[config.mk]
export PLATFORM = sky130hd
export DESIGN_NAME = multichannel_pwm_register_block
export DESIGN_NICKNAME = d
export VERILOG_FILES = /design/src/rtl/mpwm_pkg.sv /design/src/rtl/multichannel_pwm_register_block.sv
export SDC_FILE = /design/constraint.sdc
export NUM_CORES = 2
export LEC_CHECK = 0
export BUFFER_PORTS_ARGS = -buffer_cell sky130_fd_sc_hd__buf_4
export CAP_MARGIN = 5
export CORE_UTILIZATION = 25
export CTS_CLUSTER_SIZE = 24
export DETAILED_ROUTE_END_ITERATION = 10
export PLACE_DENSITY_LB_ADDON = 0.05
export SLEW_MARGIN = 15
export SYNTH_ARGS = -nofsm -noshare
export SYNTH_HDL_FRONTEND = slang
export SYNTH_SLANG_ARGS = --single-unit
[constraint.sdc]
create_clock -name clk -period 4.4 [get_ports clk]
set_clock_uncertainty 0.15 [all_clocks]
set_input_delay 0.88 -clock clk [delete_from_list [all_inputs] [get_ports clk]]
set_output_delay 0.88 -clock clk [all_outputs]
set_load 0.1 [all_outputs]
[src/rtl/mpwm_pkg.sv]
// ----------------------------------------------------------------------------
// mpwm_pkg
// Shared constants, types and helpers for the multichannel PWM register block.
// ----------------------------------------------------------------------------
package mpwm_pkg;

  localparam int NUM_CHANNELS = 16;
  localparam int COUNT_BITS   = 12;
  localparam int LEVEL_W      = 16;
  localparam int CH_IDX_W     = (NUM_CHANNELS > 1) ? $clog2(NUM_CHANNELS) : 1;

  typedef enum logic [1:0] {
    OP_WRITE = 2'd0,
    OP_READ  = 2'd1,
    OP_TICK  = 2'd2,
    OP_NOP   = 2'd3
  } op_t;

  localparam logic [7:0] ADDR_MODE1    = 8'h00;
  localparam logic [7:0] ADDR_MODE2    = 8'h01;
  localparam logic [7:0] ADDR_CH_BASE  = 8'h06;
  localparam logic [7:0] ADDR_ALL_LO   = 8'hFA;
  localparam logic [7:0] ADDR_ALL_HI   = 8'hFD;
  localparam logic [7:0] ADDR_PRESCALE = 8'hFE;

  localparam logic [8:0] CH_BYTES = 9'(4 * NUM_CHANNELS);

  // Byte slots within one channel.
  localparam int SLOT_ON_L  = 0;
  localparam int SLOT_ON_H  = 1;
  localparam int SLOT_OFF_L = 2;
  localparam int SLOT_OFF_H = 3;

  localparam int         FULL_BIT     = 4;
  localparam int         SLEEP_BIT    = 4;
  localparam logic [7:0] PRESCALE_MIN = 8'd3;
  localparam logic [7:0] PRESCALE_RST = 8'd30;
  localparam logic [7:0] MODE1_RST    = 8'h11;
  localparam logic [7:0] MODE2_RST    = 8'h04;
  localparam logic [7:0] OFF_H_RST    = 8'h10;

  typedef logic [7:0] ch_regs_t [4];

  // Level of one channel at the given period count.
  function automatic logic level_of(input logic [7:0] on_l, input logic [7:0] on_h,
                                    input logic [7:0] off_l, input logic [7:0] off_h,
                                    input logic [COUNT_BITS-1:0] count);
    logic [11:0]           on_full;
    logic [11:0]           off_full;
    logic [COUNT_BITS-1:0] on_cnt;
    logic [COUNT_BITS-1:0] off_cnt;
    logic                  lvl;
    on_full  = {on_h[3:0], on_l};
    off_full = {off_h[3:0], off_l};
    on_cnt   = on_full[COUNT_BITS-1:0];
    off_cnt  = off_full[COUNT_BITS-1:0];
    if (off_h[FULL_BIT]) begin
      lvl = 1'b0;
    end else if (on_h[FULL_BIT]) begin
      lvl = 1'b1;
    end else if (on_cnt == off_cnt) begin
      lvl = 1'b0;
    end else if (on_cnt < off_cnt) begin
      lvl = (count >= on_cnt) && (count < off_cnt);
    end else begin
      lvl = (count >= on_cnt) || (count < off_cnt);
    end
    return lvl;
  endfunction

endpackage

[src/rtl/multichannel_pwm_register_block.sv]
// ----------------------------------------------------------------------------
// multichannel_pwm_register_block
// Byte-wide register map in front of a prescaled period counter and per-channel
// ON/OFF compares, giving one result (read byte and all channel levels) per item.
// ----------------------------------------------------------------------------
//  channel | handshake           | payload
//  --------+---------------------+-----------------------------
//  in      | in_valid / in_ready | op, reg_addr, write_byte
//  out     | out_valid/out_ready | read_byte, pwm_levels
//
// Per item, the register update and read select happen at the input transfer,
// and the channel compares run from the updated registers into the output
// register when the middle stage advances. One item can enter every cycle while
// the output is not stalled; a stalled output holds the middle stage, which in turn
// holds in_ready low. Synchronous reset restores the register map reset values.
module multichannel_pwm_register_block (
  input  logic                        clk,
  input  logic                        rst,
  input  logic                        in_valid,
  output logic                        in_ready,
  input  logic [1:0]                  op,
  input  logic [7:0]                  reg_addr,
  input  logic [7:0]                  write_byte,
  output logic                        out_valid,
  input  logic                        out_ready,
  output logic [7:0]                  read_byte,
  output logic [mpwm_pkg::LEVEL_W-1:0] pwm_levels
);
  import mpwm_pkg::*;

  logic [7:0]            mode_one, mode_one_next;
  logic [7:0]            mode_two, mode_two_next;
  logic [7:0]            prescale_value, prescale_value_next;
  logic [7:0]            tick_divider, tick_divider_next;
  logic [COUNT_BITS-1:0] period_count, period_count_next;
  ch_regs_t              chan [NUM_CHANNELS];
  ch_regs_t              chan_next [NUM_CHANNELS];

  logic                  mid_valid;
  logic [7:0]            mid_read;
  logic                  mid_advance;
  logic                  in_xfer;

  logic [7:0]            ch_off;
  logic                  ch_hit;
  logic [CH_IDX_W-1:0]   ch_sel;
  logic [1:0]            slot_sel;
  logic [1:0]            all_slot;
  logic                  all_hit;
  logic                  asleep;
  logic [7:0]            read_sel;
  logic [LEVEL_W-1:0]    levels;
  op_t                   op_cur;

  assign mid_advance = mid_valid && (!out_valid || out_ready);
  assign in_ready    = !mid_valid || mid_advance;
  assign in_xfer     = in_valid && in_ready;
  assign op_cur      = op_t'(op);

  // Address decode.
  assign ch_off   = reg_addr - ADDR_CH_BASE;
  assign ch_hit   = (reg_addr >= ADDR_CH_BASE) && ({1'b0, ch_off} < CH_BYTES);
  assign ch_sel   = ch_off[2 +: CH_IDX_W];
  assign slot_sel = ch_off[1:0];
  assign all_slot = 2'(reg_addr - ADDR_ALL_LO);
  assign all_hit  = (reg_addr >= ADDR_ALL_LO) && (reg_addr <= ADDR_ALL_HI);
  assign asleep   = mode_one[SLEEP_BIT];

  always_comb begin
    if (reg_addr == ADDR_MODE1) begin
      read_sel = mode_one;
    end else if (reg_addr == ADDR_MODE2) begin
      read_sel = mode_two;
    end else if (ch_hit) begin
      read_sel = chan[ch_sel][slot_sel];
    end else if (reg_addr == ADDR_PRESCALE) begin
      read_sel = prescale_value;
    end else begin
      read_sel = 8'd0;
    end
  end

  always_comb begin
    mode_one_next       = mode_one;
    mode_two_next       = mode_two;
    prescale_value_next = prescale_value;
    tick_divider_next   = tick_divider;
    period_count_next   = period_count;
    chan_next           = chan;
    case (op_cur)
      OP_WRITE: begin
        if (reg_addr == ADDR_MODE1) begin
          mode_one_next = write_byte;
        end else if (reg_addr == ADDR_MODE2) begin
          mode_two_next = write_byte;
        end else if (ch_hit) begin
          chan_next[ch_sel][slot_sel] = write_byte;
        end else if (all_hit) begin
          for (int c = 0; c < NUM_CHANNELS; c++) begin
            chan_next[c][all_slot] = write_byte;
          end
        end else if (reg_addr == ADDR_PRESCALE) begin
          // The prescaler only accepts a new value while the oscillator sleeps.
          if (asleep) begin
            prescale_value_next = (write_byte < PRESCALE_MIN) ? PRESCALE_MIN : write_byte;
          end
        end
      end
      OP_TICK: begin
        if (!asleep) begin
          if (tick_divider >= prescale_value) begin
            tick_divider_next = 8'd0;
            period_count_next = period_count + COUNT_BITS'(1);
          end else begin
            tick_divider_next = tick_divider + 8'd1;
          end
        end
      end
      default: begin
      end
    endcase
  end

  always_ff @(posedge clk) begin
    if (rst) begin
      mode_one       <= MODE1_RST;
      mode_two       <= MODE2_RST;
      prescale_value <= PRESCALE_RST;
      tick_divider   <= 8'd0;
      period_count   <= '0;
      for (int c = 0; c < NUM_CHANNELS; c++) begin
        chan[c][SLOT_ON_L]  <= 8'd0;
        chan[c][SLOT_ON_H]  <= 8'd0;
        chan[c][SLOT_OFF_L] <= 8'd0;
        chan[c][SLOT_OFF_H] <= OFF_H_RST;
      end
    end else if (in_xfer) begin
      mode_one       <= mode_one_next;
      mode_two       <= mode_two_next;
      prescale_value <= prescale_value_next;
      tick_divider   <= tick_divider_next;
      period_count   <= period_count_next;
      chan           <= chan_next;
    end
  end

  // Channel compares run from the registers as left by the item in the middle stage.
  always_comb begin
    levels = '0;
    for (int c = 0; c < NUM_CHANNELS; c++) begin
      levels[c] = level_of(chan[c][SLOT_ON_L], chan[c][SLOT_ON_H],
                           chan[c][SLOT_OFF_L], chan[c][SLOT_OFF_H], period_count);
    end
  end

  always_ff @(posedge clk) begin
    if (rst) begin
      mid_valid <= 1'b0;
    end else if (in_xfer) begin
      mid_valid <= 1'b1;
    end else if (mid_advance) begin
      mid_valid <= 1'b0;
    end
  end

  always_ff @(posedge clk) begin
    if (in_xfer) begin
      mid_read <= (op_cur == OP_READ) ? read_sel : 8'd0;
    end
  end

  always_ff @(posedge clk) begin
    if (rst) begin
      out_valid <= 1'b0;
    end else if (mid_advance) begin
      out_valid <= 1'b1;
    end else if (out_ready) begin
      out_valid <= 1'b0;
    end
  end

  always_ff @(posedge clk) begin
    if (mid_advance) begin
      read_byte  <= mid_read;
      pwm_levels <= levels;
    end
  end

endmodule
Yosys cells after proc, flatten, opt, wreduce, memory -nomap -nowiden

Index checks and enable logic that the tools add are counted.

Flip-flop bits (word level): 590
Input port bits: 22
Output and inout bits: 26
Word-level logic and storage cells: 324

Add/subtract/negate cells: 4
Magnitude comparators: 60
Equality and inequality tests: 20
Multiplexer cells: 89
Bitwise operators: 8
Reductions and logical operators: 54

Operators with widths:

| kind                                                                                | count |
|---|---|
| 512-bit 2-to-1 mux                                                                  | 2 |
| 32-bit bitwise mux                                                                  | 16 |
| 512-bit bitwise mux                                                                 | 1 |
| 12-bit < comparator                                                                 | 32 |
| 12-bit equality test                                                                | 16 |
| 12-bit greater-or-equal comparator                                                  | 16 |
| 32-bit binary-select mux with 4-bit select                                          | 1 |
| 32-bit demux with 4-bit select                                                      | 1 |
| 32-bit 2-to-1 mux                                                                   | 3 |
| 8-bit 2-to-1 mux                                                                    | 10 |
| 1-bit 2-to-1 mux                                                                    | 52 |
| 8-bit demux with 2-bit select                                                       | 2 |
| 1-bit logical AND                                                                   | 23 |
| 1-bit logical OR                                                                    | 18 |
| 8-bit binary-select mux with 2-bit select                                           | 1 |
| 12-bit by 1-bit adder with 12-bit output, second input constant                     | 1 |
| 8-bit by 1-bit adder with 8-bit output, second input constant                       | 1 |
| 8-bit by 1-bit equality test with 1-bit output, second input constant               | 1 |
| 8-bit equality test, second input constant                                          | 1 |
| 8-bit by 3-bit greater-or-equal comparator with 1-bit output, second input constant | 1 |
| 8-bit greater-or-equal comparator                                                   | 1 |
| 8-bit greater-or-equal comparator, second input constant                            | 1 |
| 8-bit <= comparator, second input constant                                          | 1 |
| 8-bit zero test                                                                     | 1 |
| other kinds (20)                                                                    | 32 |

Logic depth before layout (Yosys ltp)

Depth in word-level cells: 11
Depth in mapped cells: 12
Gate-level depth less buffers: 10

Worst setup path before layout

OpenSTA, ideal clock, no wires.

Path type: register to register
From: register out_valid
To: register chan[15] in the netlist's numbering
Setup time: 69 ps
Arrival: 3759 ps
Required time: 4181 ps
Setup slack: 422 ps
Cell stages (with the launch flop): 11
Path buffers: 2
Period minus slack after synthesis: 3978 ps
Cell sequence: dfxtp_1 -> nand3b_1 -> or4b_2 -> clkbuf_1 -> nor2_1 -> nand2_1 -> nor2_1 -> a31oi_2 -> buf_2 -> nand3b_1 -> o21ai_1

Longest elaborated chain between the ends: 6

RTL lines:

| item                          | line                                   | text |
|---|---|---|
| from (decl)                   | multichannel_pwm_register_block.sv:24  | `output logic out_valid,` |
| from (signal assigned)        | multichannel_pwm_register_block.sv:174 | `out_valid <= 1'b0;` |
| from (signal assigned)        | multichannel_pwm_register_block.sv:176 | `out_valid <= 1'b1;` |
| from (signal assigned)        | multichannel_pwm_register_block.sv:178 | `out_valid <= 1'b0;` |
| 1-bit zero test               | multichannel_pwm_register_block.sv:55  | `assign mid_advance = mid_valid && (!out_valid \|\| out_ready);` |
| 1-bit logical OR              | multichannel_pwm_register_block.sv:55  |  |
| 1-bit logical AND             | multichannel_pwm_register_block.sv:55  |  |
| 1-bit logical OR              | multichannel_pwm_register_block.sv:56  | `assign in_ready = !mid_valid \|\| mid_advance;` |
| named net in_ready            | multichannel_pwm_register_block.sv:20  | `output logic in_ready,` |
| 1-bit logical AND             | multichannel_pwm_register_block.sv:57  | `assign in_xfer = in_valid && in_ready;` |
| 5-bit AND reduction (no line) | n/a                                    |  |
| to (signal assigned)          | multichannel_pwm_register_block.sv:143 | `chan <= chan_next;` |
| to (decl)                     | multichannel_pwm_register_block.sv:36  | `ch_regs_t chan [NUM_CHANNELS];` |

The timed path passes the listed nets, and every way through them passes these cells.
A chain may end at the register's enable or synchronous reset.

Worst setup path after layout

From: input reg_addr[1]
To: register mid_read[0] (data pin)

Longest elaborated chain between the ends: 11
Elaborated cells between the ends (all ways): 19
Classes of those cells: add/sub: 1; order compare: 2; eq/ne: 2; mux: 10; bitwise: 2; reduce/logical: 2

RTL lines:

| item                                                   | line                                   | text |
|---|---|---|
| from (decl)                                            | multichannel_pwm_register_block.sv:22  | `input logic [7:0] reg_addr,` |
| 8-bit by 3-bit subtractor with 8-bit output            | multichannel_pwm_register_block.sv:61  | `assign ch_off = reg_addr - ADDR_CH_BASE;` |
| 4-bit inverter with 5-bit output (implied by the code) | multichannel_pwm_register_block.sv:75  | `read_sel = chan[ch_sel][slot_sel];` |
| 32-bit binary-select mux with 4-bit select             | multichannel_pwm_register_block.sv:75  |  |
| 32-bit 2-to-1 mux (implied by the code) (2 in a row)   | multichannel_pwm_register_block.sv:75  |  |
| 8-bit binary-select mux with 2-bit select              | multichannel_pwm_register_block.sv:75  |  |
| 8-bit 2-to-1 mux (implied by the code) (2 in a row)    | multichannel_pwm_register_block.sv:75  |  |
| 8-bit 2-to-1 mux                                       | multichannel_pwm_register_block.sv:74  | `end else if (ch_hit) begin` |
| 8-bit 2-to-1 mux                                       | multichannel_pwm_register_block.sv:72  | `end else if (reg_addr == ADDR_MODE2) begin` |
| 8-bit 2-to-1 mux (*)                                   | multichannel_pwm_register_block.sv:70  | `if (reg_addr == ADDR_MODE1) begin` |
| to (signal assigned)                                   | multichannel_pwm_register_block.sv:168 | `mid_read <= (op_cur == OP_READ) ? read_sel : 8'd0;` |
| to (decl)                                              | multichannel_pwm_register_block.sv:40  | `logic [7:0] mid_read;` |

Every way passes the cells marked *; elsewhere a longest branch is shown, timed or not. The select of a mux whose other input is x is not followed.

==> flow_summary.ini <==
[detailed_routing]
wl_um = 208400
wl_met2_um = 97990
wl_per_cell_um = 30.55
vias = 35228
avgViaCountPerCell = 5.163
drt_iter0_drc = 2642
route.detailed.drc = 0
ant_nets = 0
met3_wirelength_um = 7317
wl_met1_um = 96670
highest_layer = met4
dr.pass1.iters = 7

[placement]
gp_congestion = 0.9598
dp_hpwl_um = 158400
io_buffers = 47
dp_cells = 6668

[clock_network]
insertion_delay_ns = 0.74
clockRootBuffer = clkbuf_16
clock_sinks = 590
cts_hold_buffers = 0
cts_inserted_buffers = 82
path_clk_slew_ns = 0.06
htree_levels = 3
clock_path_buffers = 3
cts_resized = 0
tritoncts = yes
post_cts_buffers = 0

[yosys]
synth.ff_latch_count = 590
syn_nets = 5236
synth_edf_count = 32
synth.top_cells.by_area = dfxtp_1 29%, ha_1 18%, o21ai_0 5.4%
ys_seq_area_frac = 0.3117
synth.most_common_cell = ha_1
syn_area_um2 = 38920
ys_async_sr_fraction = 0
postSynthCellCount = 4642
ys_types = 85
syn_area_per_cell_um2 = 8.385
synthFlopType = dfxtp_1
synth_commonest_cells = 572 x ha_1, 558 x dfxtp_1, 508 x nand2_1
synth_area_leader_cell = dfxtp_1
synth_top_area_frac = 0.2870
yosys_warnings = 0

[floorplan]
ios = 48
fp-row-count = 144
coreArea_um2 = 154200
die-area_um2 = 157300
die_w_um = 396.6
fp.dieH_um = 396.6
start_util = 0.2524

[worst_setup_path]
worstPathArrival_ns = 4.55
critPathRequiredTime_ns = 4.73
crit_chain = buf_4 > buf_4 > a21oi_2 > xnor2_4 > buf_12 > buf_4 > mux2i_1 > a32oi_1 > nand4_1 > a31oi_1 > nor4_1 > buf_4 > a311oi_1
cpMostUsedCell = buf_4
startpoint_type = input pin
cp_max_fo = 24
crit_path_top_delay_cell = xnor2_4
critPathKind = input pin to flip-flop
endpoint_kind = flip-flop
regToRegSetupSlack_ns = 0.96
r2r-start = period_count[1]
slowest_delay_ns = 0.61
crit_path_start = reg_addr[1]
critPathBufInv = 5
cp_top_family = buffers and inverters
rr_worst_depth = 10
r2r-end = pwm_levels[15]

[timing]
slew_headroom = 0.1387
period_needed_ns = 4.223
setup_violations = 0
hold_viol = 0
fin_crit_sh = 0.9598
fmax_ghz = 0.2368
grt_setup_unrepaired = false
final_max_slew_viol_count = 0
worstMarginPinSlew_ns = 1.292

[global_routing]
antenna_found_initial = 14
gr-total-overflow = 0
grt_pass1_wl_um = 288000
grt_pass1_vias = 34097
grt_usage = 0.2619
grt_max_degree = 164

[worst_hold_path]
holdCritPathClass = input pin to flip-flop
hold_end = mid_valid
min-delay-start = in_valid
holdPathStages = 3

[layout]
fill_cells = 16599
layout.cells.non_filler = 6823
multi_input_area_um2 = 24380
fin_nets = 5302
drive_above_1_share = 0.1075
seq_area_um2 = 12150
syn_to_final_growth_pct = 16.98

[pwr]
power.total_w = 0.01376
ir_worst_vdd_mv = 0.2869
power_density_nw_per_um2 = 302.1
p_leak_nw = 16.86

[job]
drv_cap = 0

[run_status]
status = finished, final reports clean
-- cell usage in the layout (no fill, tap or decap), types with 9 or more instances in the layout --
| cell | instances |
|---|---|
| a31oi_1 | 22 |
| edfxtp_1 | 32 |
| o22ai_1 | 15 |
| nand2_1 | 508 |
| a211oi_1 | 28 |
| nor2_1 | 228 |
| xor2_1 | 15 |
| o21ai_0 | 417 |
| nor2_2 | 11 |
| clkbuf_16 | 87 |
| clkinv_2 | 10 |
| mux2i_1 | 127 |
| mux4_2 | 77 |
| and3_1 | 9 |
| nand3_1 | 297 |
| nor3_1 | 36 |
| clkbuf_8 | 14 |
| o2111ai_1 | 18 |
| clkbuf_1 | 26 |
| nor4_1 | 17 |
| inv_1 | 385 |
| or4_1 | 14 |
| a21oi_1 | 370 |
| nor2b_1 | 45 |
| nand2b_1 | 72 |
| a21o_1 | 121 |
| o211ai_1 | 45 |
| dfxtp_2 | 10 |
| buf_4 | 210 |
| a32oi_1 | 9 |
| ha_1 | 571 |
| buf_12 | 31 |
| nand4_1 | 81 |
| dfxtp_1 | 547 |
| o21a_1 | 40 |
| nand3b_1 | 66 |
-- report_power, final --
part | total (W) | switching [W] | internal, W
logic | 0.00127 | 0.000936 | 0.000333
clock network | 0.00706 | 0.00291 | 0.00415
registers | 0.00542 | 0.0000179 | 0.00541
-- flip-flops by register name (all words and copies together), names as in the netlist --
register        flops
chan              512
mid_read            8
mid_valid           1
mode_one            8
mode_two            8
out_valid           1
period_count       12
prescale_value      8
pwm_levels         16
read_byte           8
tick_divider        8
-- per-stage QoR --
step	setup TNS (ns)	hold WS, ns	utilization	area [um^2]	setup WS [ns]
global route	0	0.2868	0.2952	45520	0.2251
CTS	0	0.2138	0.2951	45510	0.2997
detailed placement	-0.4898	0.2982	0.2773	42760	-0.4898
global placement	-0.5751	0.2918	0.2772	42750	-0.5627
floorplan	0	0.2503	-	38920	0.4219
finish	0	0.2622	0.2952	45530	0.1770
-- cells by family after synthesis --
kind of cell	Yosys count	share of synthesized area
muxes	204	0.07721
DFF	590	0.3117
adders and majority gates	572	0.1839
xor gates and xnor gates	22	0.005336
buffers and inverters	648	0.06509
AOI/OAI and AO/OA	1180	0.1809
and+or+nand+nor	1426	0.1759
-- area by class of cell --
type                            instances  area share
Antenna cell                            5   0.0002748
Clock buffer                          127     0.05419
Clock inverter                         23    0.006238
Inverter                              387     0.03201
Multi-Input combinational cell       3404      0.5355
Sequential cell                       590      0.2668
Tap cell                             2044     0.05617
Timing Repair Buffer                  243     0.04880
-- how the worst max path moves through the flow --
| stage | to | slack (ns) | cells after the start |
|---|---|---|---|
| 3_3_place_gp | mid_read[0] | -0.56 | 13 |
| 4_1_cts | mid_read[0] | 0.30 | 13 |
| 3_5_place_dp | mid_read[0] | -0.49 | 13 |
| 5_1_grt | mid_read[0] | 0.23 | 13 |
| 2_1_floorplan | chan[15] | 0.42 | 10 |
| 6_report | mid_read[0] | 0.18 | 13 |
-- worst reg2reg max path, cell delays in order (launching register included) --
cell and delay [ns]:
dfxtp_2 0.70, buf_12 0.27, ha_1 0.33, a21oi_1 0.14, o21ai_1 0.10, a211oi_1 0.25, nor2_1 0.08, o41ai_1 0.38
a21oi_1 0.13, nor4_1 0.56, buf_4 0.23
-- metal layers --
metal | track usage | vias up
met3 | 0.02682 | 219
met4 | 0.07419 | 0
met1 | 0.3537 | 17383
li1 | - | 16758
met2 | 0.4389 | 868
met5 | 0 | -
(Power assumes the default switching activity.)
